[config.mk]
export PLATFORM = sky130hd
export DESIGN_NAME = rtp_h264_aac_packetizer
export DESIGN_NICKNAME = d
export VERILOG_FILES = /design/src/hdl/rtpk_pkg.sv /design/src/hdl/rtp_h264_aac_packetizer.sv /design/src/hdl/rtpk_front.sv /design/src/hdl/rtpk_queue.sv /design/src/hdl/rtpk_back.sv
export SDC_FILE = /design/constraint.sdc
export NUM_CORES = 1
export LEC_CHECK = 0
export BUFFER_PORTS_ARGS = -buffer_cell sky130_fd_sc_hd__buf_2
export CORE_ASPECT_RATIO = 1.75
export CORE_MARGIN = 1.5
export CORE_UTILIZATION = 61
export DETAILED_ROUTE_END_ITERATION = 8
export PLACE_DENSITY = 0.8
export SYNTH_ARGS = -nofsm -noshare
export SYNTH_HDL_FRONTEND = slang
export SYNTH_SLANG_ARGS = --single-unit
[constraint.sdc]
create_clock -name clock -period 5.8 [get_ports clock]
set_input_delay 0 -clock clock [delete_from_list [all_inputs] [get_ports clock]]
set_output_delay 0 -clock clock [all_outputs]
set_load 0.005 [all_outputs]
[src/hdl/rtpk_pkg.sv]
package rtpk_pkg;

   localparam int SIZE_WIDTH  = 20;
   localparam int QUEUE_DEPTH = 4;

   // frame kinds
   localparam logic [1:0] OP_PARAMS = 2'd0;
   localparam logic [1:0] OP_VIDEO  = 2'd1;
   localparam logic [1:0] OP_AUDIO  = 2'd2;

   // register indexes (byte address / 4)
   typedef enum logic [1:0] {
      REG_STREAM_ENABLE    = 2'd0,
      REG_INTERLEAVED_MODE = 2'd1,
      REG_SSRC_VALUE       = 2'd2
   } reg_index_type;

   localparam logic [7:0] RTP_VERSION   = 8'h80;
   localparam logic [7:0] PT_VIDEO      = 8'h60;
   localparam logic [7:0] PT_AUDIO      = 8'h61;
   localparam logic [7:0] FU_TYPE       = 8'h1C;
   localparam logic [7:0] FU_START      = 8'h80;
   localparam logic [7:0] FU_END        = 8'h40;
   localparam logic [7:0] CHAN_VIDEO    = 8'h00;
   localparam logic [7:0] CHAN_AUDIO    = 8'h02;
   localparam logic [7:0] PREFIX_MARK   = 8'h24;
   localparam logic [7:0] AU_HDR_LEN_HI = 8'h00;
   localparam logic [7:0] AU_HDR_LEN_LO = 8'h10;
   localparam logic [15:0] RTP_HDR_LEN  = 16'd12;
   localparam logic [15:0] AAC_HDR_LEN  = 16'd16;
   localparam logic [15:0] FU_HDR_LEN   = 16'd14;

   typedef struct packed {
      logic [1:0]            operation;
      logic [7:0]            payload_byte;
      logic                  frame_start;
      logic [SIZE_WIDTH-1:0] frame_size;
      logic [31:0]           frame_timestamp;
   } req_type;

   typedef struct packed {
      logic [7:0] out_byte;
      logic       packet_start;
      logic       packet_end;
      logic       last_of_run;
   } rsp_type;

   // one classified request: optional headers, then one payload byte
   typedef struct packed {
      logic        hdr;
      logic        aac;
      logic        fu;
      logic        audio;
      logic        pend;
      logic [15:0] seq;
      logic [31:0] ts;
      logic [15:0] len;
      logic [12:0] au_size;
      logic [7:0]  fu_ind;
      logic [7:0]  fu_hdr;
      logic [7:0]  data;
   } job_type;

endpackage

[src/hdl/rtp_h264_aac_packetizer.sv]
// results pass through the queue and the back end's output register; throughput:
// one result per cycle unless rsp stalls; a request gives 0 to 21 results, set by
// the back end's byte sequencer draining a 4-entry request queue; payload bytes
// sustain 1/cycle; header bursts (12 to 20 bytes) stall req once the queue fills
// reset: synchronous, active high; counters, frame state, queue and output valid
// cleared, registers go to enable 0, interleaved 1, ssrc 0
module rtp_h264_aac_packetizer #(
   parameter int FRAGMENT_PAYLOAD = 1262
) (
   input  logic              clock,
   input  logic              reset,
   // request channel
   input  logic              req_valid,
   output logic              req_stall,
   input  rtpk_pkg::req_type req_data,
   // result channel
   output logic              rsp_valid,
   input  logic              rsp_stall,
   output rtpk_pkg::rsp_type rsp_data,
   // register port
   input  logic              psel,
   input  logic              penable,
   input  logic              pwrite,
   input  logic [3:0]        paddr,
   input  logic [31:0]       pwdata,
   output logic [31:0]       prdata,
   output logic              pready
);
   import rtpk_pkg::*;

   // configuration registers
   logic          enable_ff, enable_in;
   logic          interleave_ff, interleave_in;
   logic [31:0]   ssrc_ff, ssrc_in;
   logic          cfg_write;
   reg_index_type cfg_index;

   // front to queue to back
   logic    req_accept;
   logic    push;
   job_type push_job;
   logic    pop;
   job_type head;
   logic    head_valid;
   logic    queue_full;

   assign pready    = 1'b1;
   assign cfg_write = psel && penable && pwrite && pready;
   assign cfg_index = reg_index_type'(paddr[3:2]);

   always_comb begin
      enable_in     = enable_ff;
      interleave_in = interleave_ff;
      ssrc_in       = ssrc_ff;
      if (cfg_write) begin
         unique case (cfg_index)
            REG_STREAM_ENABLE:    enable_in     = pwdata[0];
            REG_INTERLEAVED_MODE: interleave_in = pwdata[0];
            REG_SSRC_VALUE:       ssrc_in       = pwdata;
            default: begin
            end
         endcase
      end
   end

   // register readback
   always_comb begin
      unique case (cfg_index)
         REG_STREAM_ENABLE:    prdata = {31'd0, enable_ff};
         REG_INTERLEAVED_MODE: prdata = {31'd0, interleave_ff};
         REG_SSRC_VALUE:       prdata = ssrc_ff;
         default:              prdata = '0;
      endcase
   end

   always_ff @(posedge clock) begin
      if (reset) begin
         enable_ff     <= 1'b0;
         interleave_ff <= 1'b1;
         ssrc_ff       <= '0;
      end else begin
         enable_ff     <= enable_in;
         interleave_ff <= interleave_in;
         ssrc_ff       <= ssrc_in;
      end
   end

   // input side only waits on queue room, never on the result channel directly
   assign req_stall  = queue_full;
   assign req_accept = req_valid && !req_stall;

   // front: classify each request, track frame and fragment state, count sequences
   rtpk_front #(
      .FRAGMENT_PAYLOAD(FRAGMENT_PAYLOAD)
   ) u_front (
      .clock        (clock),
      .reset        (reset),
      .accept       (req_accept),
      .req          (req_data),
      .stream_enable(enable_ff),
      .push         (push),
      .job          (push_job)
   );

   // short queue decouples classification from byte emission
   rtpk_queue u_queue (
      .clock     (clock),
      .reset     (reset),
      .push      (push),
      .wr_job    (push_job),
      .pop       (pop),
      .head      (head),
      .head_valid(head_valid),
      .full      (queue_full)
   );

   // back: walks any prefix, rtp header and au or fu bytes, then the payload byte
   rtpk_back u_back (
      .clock           (clock),
      .reset           (reset),
      .head            (head),
      .head_valid      (head_valid),
      .interleaved_mode(interleave_ff),
      .ssrc_value      (ssrc_ff),
      .pop             (pop),
      .rsp_valid       (rsp_valid),
      .rsp_stall       (rsp_stall),
      .rsp_data        (rsp_data)
   );

endmodule

[src/hdl/rtpk_front.sv]
module rtpk_front #(
   parameter int FRAGMENT_PAYLOAD = 1262
) (
   input  logic             clock,
   input  logic             reset,
   input  logic             accept,
   input  rtpk_pkg::req_type req,
   input  logic             stream_enable,
   output logic             push,
   output rtpk_pkg::job_type job
);
   import rtpk_pkg::*;

   localparam int FW = $clog2(FRAGMENT_PAYLOAD + 1);

   logic [15:0]           vseq_ff, vseq_in;
   logic [15:0]           aseq_ff, aseq_in;
   logic                  params_ff, params_in;
   logic [7:0]            nal_ff, nal_in;
   logic [SIZE_WIDTH-1:0] left_ff, left_in;
   logic [FW-1:0]         fill_ff, fill_in;
   logic                  first_ff, first_in;
   logic                  frag_ff, frag_in;
   logic [31:0]           ts_ff, ts_in;

   always_comb begin
      logic [SIZE_WIDTH-1:0] size;
      logic [SIZE_WIDTH-1:0] left_dec;
      logic [FW-1:0]         fill_nx;
      logic                  last_frag;
      logic                  frag_end;
      logic [15:0]           flen;
      size      = req.frame_size;
      left_dec  = left_ff - SIZE_WIDTH'(1);
      fill_nx   = fill_ff + FW'(1);
      last_frag = left_ff <= SIZE_WIDTH'(FRAGMENT_PAYLOAD);
      frag_end  = (left_dec == '0) || (fill_nx >= FW'(FRAGMENT_PAYLOAD));
      flen      = last_frag ? left_ff[15:0] : 16'(FRAGMENT_PAYLOAD);
      vseq_in   = vseq_ff;
      aseq_in   = aseq_ff;
      params_in = params_ff;
      nal_in    = nal_ff;
      left_in   = left_ff;
      fill_in   = fill_ff;
      first_in  = first_ff;
      frag_in   = frag_ff;
      ts_in     = ts_ff;
      push      = 1'b0;
      job       = '0;
      job.data  = req.payload_byte;
      job.ts    = ts_ff;
      if (accept) begin
         if (!stream_enable) begin
            left_in  = '0;
            fill_in  = '0;
            first_in = 1'b0;
            frag_in  = 1'b0;
         end else if (req.frame_start) begin
            left_in  = '0;
            fill_in  = '0;
            first_in = 1'b0;
            frag_in  = 1'b0;
            ts_in    = req.frame_timestamp;
            job.ts   = req.frame_timestamp;
            job.pend = size == SIZE_WIDTH'(1);
            unique case (req.operation)
               OP_PARAMS: begin
                  params_in = 1'b1;
                  if (size != '0) begin
                     vseq_in = vseq_ff + 16'd1;
                     push    = 1'b1;
                     job.hdr = 1'b1;
                     job.seq = vseq_in;
                     job.len = 16'(size) + RTP_HDR_LEN;
                     left_in = size - SIZE_WIDTH'(1);
                  end
               end
               OP_VIDEO: begin
                  if (params_ff && size != '0) begin
                     if (size <= SIZE_WIDTH'(FRAGMENT_PAYLOAD)) begin
                        vseq_in = vseq_ff + 16'd1;
                        push    = 1'b1;
                        job.hdr = 1'b1;
                        job.seq = vseq_in;
                        job.len = 16'(size) + RTP_HDR_LEN;
                        left_in = size - SIZE_WIDTH'(1);
                     end else begin
                        // large unit: keep the nal header, emit nothing now
                        nal_in   = req.payload_byte;
                        left_in  = size - SIZE_WIDTH'(1);
                        frag_in  = 1'b1;
                        first_in = 1'b1;
                     end
                  end
               end
               OP_AUDIO: begin
                  if (params_ff && size != '0) begin
                     aseq_in     = aseq_ff + 16'd1;
                     push        = 1'b1;
                     job.hdr     = 1'b1;
                     job.aac     = 1'b1;
                     job.audio   = 1'b1;
                     job.seq     = aseq_in;
                     job.len     = 16'(size) + AAC_HDR_LEN;
                     job.au_size = size[12:0];
                     left_in     = size - SIZE_WIDTH'(1);
                  end
               end
               default: begin
               end
            endcase
         end else if (left_ff != '0) begin
            push    = 1'b1;
            left_in = left_dec;
            if (frag_ff) begin
               if (fill_ff == '0) begin
                  vseq_in    = vseq_ff + 16'd1;
                  first_in   = 1'b0;
                  job.hdr    = 1'b1;
                  job.fu     = 1'b1;
                  job.seq    = vseq_in;
                  job.len    = flen + FU_HDR_LEN;
                  job.fu_ind = (nal_ff & 8'hE0) | FU_TYPE;
                  job.fu_hdr = (nal_ff & 8'h1F) |
                               (first_ff ? FU_START : (last_frag ? FU_END : 8'h00));
               end
               job.pend = frag_end;
               fill_in  = frag_end ? '0 : fill_nx;
               frag_in  = left_dec != '0;
            end else begin
               job.pend = left_dec == '0;
            end
         end
      end
   end

   always_ff @(posedge clock) begin
      if (reset) begin
         vseq_ff   <= '0;
         aseq_ff   <= '0;
         params_ff <= 1'b0;
         nal_ff    <= '0;
         left_ff   <= '0;
         fill_ff   <= '0;
         first_ff  <= 1'b0;
         frag_ff   <= 1'b0;
         ts_ff     <= '0;
      end else begin
         vseq_ff   <= vseq_in;
         aseq_ff   <= aseq_in;
         params_ff <= params_in;
         nal_ff    <= nal_in;
         left_ff   <= left_in;
         fill_ff   <= fill_in;
         first_ff  <= first_in;
         frag_ff   <= frag_in;
         ts_ff     <= ts_in;
      end
   end

endmodule

[src/hdl/rtpk_queue.sv]
module rtpk_queue (
   input  logic             clock,
   input  logic             reset,
   input  logic             push,
   input  rtpk_pkg::job_type wr_job,
   input  logic             pop,
   output rtpk_pkg::job_type head,
   output logic             head_valid,
   output logic             full
);
   import rtpk_pkg::*;

   localparam int PW = $clog2(QUEUE_DEPTH);

   job_type        entry_ff [QUEUE_DEPTH];
   logic [PW-1:0]  wr_ptr_ff, wr_ptr_in;
   logic [PW-1:0]  rd_ptr_ff, rd_ptr_in;
   logic [PW:0]    count_ff, count_in;

   assign head       = entry_ff[rd_ptr_ff];
   assign head_valid = count_ff != '0;
   assign full       = count_ff == (PW+1)'(QUEUE_DEPTH);

   always_comb begin
      wr_ptr_in = push ? wr_ptr_ff + PW'(1) : wr_ptr_ff;
      rd_ptr_in = pop ? rd_ptr_ff + PW'(1) : rd_ptr_ff;
      count_in  = count_ff + (PW+1)'(push) - (PW+1)'(pop);
   end

   always_ff @(posedge clock) begin
      if (push) begin
         entry_ff[wr_ptr_ff] <= wr_job;
      end
   end

   always_ff @(posedge clock) begin
      if (reset) begin
         wr_ptr_ff <= '0;
         rd_ptr_ff <= '0;
         count_ff  <= '0;
      end else begin
         wr_ptr_ff <= wr_ptr_in;
         rd_ptr_ff <= rd_ptr_in;
         count_ff  <= count_in;
      end
   end

endmodule

[src/hdl/rtpk_back.sv]
module rtpk_back (
   input  logic             clock,
   input  logic             reset,
   input  rtpk_pkg::job_type head,
   input  logic             head_valid,
   input  logic             interleaved_mode,
   input  logic [31:0]      ssrc_value,
   output logic             pop,
   output logic             rsp_valid,
   input  logic             rsp_stall,
   output rtpk_pkg::rsp_type rsp_data
);
   import rtpk_pkg::*;

   // byte positions within one request's burst
   localparam logic [4:0] POS_PREFIX  = 5'd0;
   localparam logic [4:0] POS_RTP     = 5'd4;
   localparam logic [4:0] POS_RTP_END = 5'd15;
   localparam logic [4:0] POS_AAC     = 5'd16;
   localparam logic [4:0] POS_FU      = 5'd18;
   localparam logic [4:0] POS_EXT_END = 5'd19;
   localparam logic [4:0] POS_PAYLOAD = 5'd20;

   logic       started_ff, started_in;
   logic [4:0] pos_ff, pos_in;
   logic       valid_ff, valid_in;
   rsp_type    rsp_ff, rsp_in;

   logic [4:0] start_pos;
   logic [4:0] pos;
   logic [4:0] next_pos;
   logic [7:0] cur_byte;
   logic       advance;

   assign start_pos = !head.hdr ? POS_PAYLOAD : (interleaved_mode ? POS_PREFIX : POS_RTP);
   assign pos       = started_ff ? pos_ff : start_pos;
   assign advance   = head_valid && (!valid_ff || !rsp_stall);
   assign pop       = advance && pos == POS_PAYLOAD;

   always_comb begin
      if (pos == POS_RTP_END) begin
         next_pos = head.aac ? POS_AAC : (head.fu ? POS_FU : POS_PAYLOAD);
      end else if (pos == POS_EXT_END) begin
         next_pos = POS_PAYLOAD;
      end else begin
         next_pos = pos + 5'd1;
      end
   end

   always_comb begin
      unique case (pos)
         5'd0:    cur_byte = PREFIX_MARK;
         5'd1:    cur_byte = head.audio ? CHAN_AUDIO : CHAN_VIDEO;
         5'd2:    cur_byte = head.len[15:8];
         5'd3:    cur_byte = head.len[7:0];
         5'd4:    cur_byte = RTP_VERSION;
         5'd5:    cur_byte = head.audio ? PT_AUDIO : PT_VIDEO;
         5'd6:    cur_byte = head.seq[15:8];
         5'd7:    cur_byte = head.seq[7:0];
         5'd8:    cur_byte = head.ts[31:24];
         5'd9:    cur_byte = head.ts[23:16];
         5'd10:   cur_byte = head.ts[15:8];
         5'd11:   cur_byte = head.ts[7:0];
         5'd12:   cur_byte = ssrc_value[31:24];
         5'd13:   cur_byte = ssrc_value[23:16];
         5'd14:   cur_byte = ssrc_value[15:8];
         5'd15:   cur_byte = ssrc_value[7:0];
         5'd16:   cur_byte = AU_HDR_LEN_HI;
         5'd17:   cur_byte = AU_HDR_LEN_LO;
         5'd18:   cur_byte = head.fu ? head.fu_ind : head.au_size[12:5];
         5'd19:   cur_byte = head.fu ? head.fu_hdr : {head.au_size[4:0], 3'b000};
         default: cur_byte = head.data;
      endcase
   end

   always_comb begin
      started_in = started_ff;
      pos_in     = pos_ff;
      valid_in   = valid_ff && rsp_stall;
      rsp_in     = rsp_ff;
      if (advance) begin
         valid_in            = 1'b1;
         rsp_in.out_byte     = cur_byte;
         rsp_in.packet_start = head.hdr && pos == start_pos;
         rsp_in.packet_end   = pos == POS_PAYLOAD && head.pend;
         rsp_in.last_of_run  = pos == POS_PAYLOAD;
         started_in          = pos != POS_PAYLOAD;
         pos_in              = next_pos;
      end
   end

   always_ff @(posedge clock) begin
      rsp_ff <= rsp_in;
      if (reset) begin
         started_ff <= 1'b0;
         pos_ff     <= '0;
         valid_ff   <= 1'b0;
      end else begin
         started_ff <= started_in;
         pos_ff     <= pos_in;
         valid_ff   <= valid_in;
      end
   end

   assign rsp_valid = valid_ff;
   assign rsp_data  = rsp_ff;

endmodule

==> qor.log <==
[outcome] result of the run finished, violations left
[outcome] violations in the final reports hold timing
[global_routing] Total GRT Usage 31.8%
[worst_setup_path] critical path start-end classification register to register
[global_routing] number of global-route vias before repair 18,100
[logic_synthesis] Yosys warnings 0
[route] drt drc 0
[sta] ratio of final minimum period to clock period 71.5%
[floorplanning] chip width 157 um
[clock_network] clock transition at the registers of the reported paths 0.07 ns
[floorplanning] die span in y 272 um
[power_and_ir_drop] Lkg Pwr 10.2 nW
[final_layout] post-route standard cell area excluding fillers 0.0289 mm2
[clock_network] clock tree from TritonCTS yes
[final_layout] ant diodes 0
[logic_synthesis] average cell area after synthesis 12.4 um2
[global_routing] antenna violations before repair 1
[final_layout] multi-input gate area in the final layout 0.00928 mm2
[route] total via count in the routed design 17,900
[worst_setup_path] critical-path maximum fanout 15
[worst_setup_path] startpoint class of the critical path register
[worst_setup_path] capturing element type of the critical path register
[placed_design] Cells after DPL 2,630
[floorplanning] DIE AREA 0.0427 mm2
[sta] Setup Skew 0.0264 ns
[placed_design] routability congestion estimate 0.928
[route] via density per instance 6.33
[clock_network] TritonCTS Sinks 563
[min_path] launch point of the worst hold path reset
[final_layout] non-filler cells in the finished layout 2,821
[placed_design] Port Buffers 148
[global_routing] GRT Residual Overflow 0
[placed_design] cell area after placement 0.0264 mm2
[sta] hold violation count in the final report 1
[route] number of design-rule violations left by the first detailed-router iteration 1,816
[floorplanning] count of pins on the block boundary 152
[route] Detail Route Antenna Nets 0
[floorplanning] num rows 98
[sta] max-slew violation total from the final report 0
[final_layout] filler instances 2,652
[logic_synthesis] most frequently used flop master after synthesis sky130_fd_sc_hd__edfxtp_1
[logic_synthesis] post-synth net total 2,169
[clock_network] Clock Root Buffer sky130_fd_sc_hd__clkbuf_16
[placed_design] half-perimeter wire length after detailed placement 43,600 um
[clock_network] buffer depth of the longest clock path 3
[route] Routed WL per cell 23.7 um
[logic_synthesis] leading post-synthesis cells by cell area sky130_fd_sc_hd__edfxtp_1, sky130_fd_sc_hd__dfxtp_1, sky130_fd_sc_hd__mux4_2
[logic_synthesis] Cell variety after synth 78
[clock_network] clock buffers created by TritonCTS 48
[power_and_ir_drop] power density of the placed cells 298 mW/mm2
[global_routing] first-pass GRT wire length 102,000 um
[worst_setup_path] CP arrival 4.38 ns
[sta] worst max-slew margin expressed relative to the limit 24.4%
[logic_synthesis] #FFs+latches synth 563
[sta] Final setup viols 0
[sta] unrepaired setup endpoints after global routing false
[worst_setup_path] depth of the most critical reg-to-reg path 10
[floorplanning] core box area 0.0408 mm2
[sta] post-layout min period 4.15 ns
[logic_synthesis] area leader, netlist sky130_fd_sc_hd__edfxtp_1
[min_path] Hold Path End u_front.left_ff[9]
[logic_synthesis] gate count of the mapped netlist 2,028
[worst_setup_path] minimum setup slack among reg-to-reg paths 1.65 ns
[worst_setup_path] RR Endpoint u_queue.entry_ff[0][90]
[route] routed wire length 66,800 um
[power_and_ir_drop] worst vdd ir 260 uV
[final_layout] layout overhead on the synthesized area 14.6%
[sta] worst hold slack after final layout -0.00222 ns
[sta] slew at the pin with the worst max-slew slack 1.13 ns
[final_layout] layout cells sized above 1 15.7%
[power_and_ir_drop] overall power consumption 8.62 mW
[logic_synthesis] top cell type's share of synthesized area 48.4%
[logic_synthesis] total standard cell area after synthesis 0.0252 mm2
[min_path] HP Class input pin to register
[final_layout] nets 2,372
[worst_setup_path] startpoint of the lowest-slack register-to-register path u_front.left_ff[0]
[route] number of detailed-routing iterations run before antenna repair 7
[logic_synthesis] number of enable flip-flop cells after synthesis 407
[floorplanning] initial standard-cell utilization of the core 61.8%
[clock_network] CTS H-tree depth 2
[sta] f_max 241 MHz
[final_layout] sequential cell area 0.0154 mm2
[sta] setup TNS 0 ns
[min_path] Worst Hold Path Cells 2
[job] count of max-cap constraint violations 0
[clock_network] Skew-Pair Late Insertion Delay 0.58 ns
[logic_synthesis] portion of the post-synthesis area used by sequential elements 60.8%
[global_routing] pin count of the biggest net entering global routing 100
[worst_setup_path] required time at the worst-slack endpoint 6.03 ns
[logic_synthesis] proportion of register bits with asynchronous set or reset after synthesis 0%
[worst max path at each step]
stage                                   from                      end  slack [ns]  depth (start not counted)
after floorplan           u_front.left_ff[0]   u_queue.entry_ff[0][0]        1.41                          8
after global placement          req_data[46]  u_queue.entry_ff[3][27]        1.80                          8
after detailed placement        req_data[46]  u_queue.entry_ff[3][27]        1.77                          8
after CTS                 u_front.left_ff[1]  u_queue.entry_ff[0][90]        1.72                         10
after global routing      u_front.left_ff[0]  u_queue.entry_ff[3][90]        1.26                         10
final                     u_front.left_ff[0]  u_queue.entry_ff[0][90]        1.65                         10
[cell type report]
cell class,count,share of cell area (%)
Sequential cell,563,53.1
Multi-Input combinational cell,1307,32.1
Tap cell,550,2.38
Clock buffer,65,4.55
Inverter,36,0.467
Clock inverter,25,0.571
Timing Repair Buffer,275,6.91
[cells in the final DEF (no fill, tap or decap), drive strengths merged, types with 36 or more instances in the layout]
cell         count
nor2b           43
edfxtp         407
inv             36
nand2          265
buf            174
o22ai           40
mux4            85
o21ai           59
xnor2           58
dlygate4sd3    101
mux2i           46
nand3           41
clkbuf          65
dfxtp          156
a21oi           89
and2            49
nor2           142
nor3            44
[power by group]
part / total, mW / switching [mW] / internal (mW)
clock: 3.08 / 1.43 / 1.65
combinational: 1.09 / 0.605 / 0.482
sequential: 4.45 / 0.0950 / 4.36
[stage by stage]
stage / worst slack (ns) / utilization, %
finish: 1.65 / 70.9
global route: 1.26 / 70.9
CTS: 1.72 / 70.9
detailed placement: 1.77 / 64.8
global placement: 1.80 / 64.8
floorplan: 1.41 / -
[worst max-delay path: stages (launching register included)]
cell and delay [ns]:
sky130_fd_sc_hd__dfxtp_1 0.36, sky130_fd_sc_hd__inv_1 0.15, sky130_fd_sc_hd__ha_1 0.26, sky130_fd_sc_hd__or3b_2 0.53, sky130_fd_sc_hd__nor3_1 0.31, sky130_fd_sc_hd__a21oi_1 0.11
sky130_fd_sc_hd__buf_4 0.25, sky130_fd_sc_hd__nand2_1 0.16, sky130_fd_sc_hd__clkinv_1 0.35, sky130_fd_sc_hd__nor2_1 0.91, sky130_fd_sc_hd__o22ai_1 0.39
[synth_stat cells (35+ instances only)]
cell,instances
sky130_fd_sc_hd__nor2b_1,43
sky130_fd_sc_hd__o22ai_1,40
sky130_fd_sc_hd__nor3_1,43
sky130_fd_sc_hd__xnor2_1,58
sky130_fd_sc_hd__and2_1,47
sky130_fd_sc_hd__mux4_2,85
sky130_fd_sc_hd__nor2_1,142
sky130_fd_sc_hd__mux2i_1,46
sky130_fd_sc_hd__xor2_1,35
sky130_fd_sc_hd__clkbuf_1,93
sky130_fd_sc_hd__nand3_1,41
sky130_fd_sc_hd__o21ai_0,57
sky130_fd_sc_hd__nand2_1,265
sky130_fd_sc_hd__a21oi_1,89
sky130_fd_sc_hd__edfxtp_1,407
sky130_fd_sc_hd__dfxtp_1,156
[routing by layer]
metal,share of wire (%),track usage (%)
met1,34,35.1
met2,53,57.7
met3,5.6,3.50
met4,6.8,20.0
met5,0.015,0
[cells by family after synthesis]
family | synth area share, %
xor gates and xnor gates | 3.23
other | 0.0149
adders and majority gates | 1.76
AOI/OAI and AO/OA | 8.39
buffers and inverters | 2.54
DFF | 60.8
muxes | 9.54
and+or+nand+nor | 13.7
[flip-flops by register name, summed over array words and instances, names as in the netlist, 2 cells and up, named ones only]
register / flops
u_back.rsp_data: 11
u_front.vseq_ff: 16
ssrc_ff: 32
u_queue.wr_ptr_ff: 2
u_queue.entry_ff: 396
u_front.aseq_ff: 16
u_front.nal_ff: 8
u_queue.count_ff: 3
u_front.left_ff: 20
u_front.fill_ff: 11
u_queue.rd_ptr_ff: 2
u_front.ts_ff: 32
u_back.pos_ff: 5
[timing repair]
| action | CTS | global route |
|---|---|---|
| hold buffers | 101 | 0 |
| buffers inserted | 0 | 0 |
| resized for setup | 0 | 0 |
| endpoints found under the hold margin | 291 | 0 |
Power figures use the tool's default switching activity.
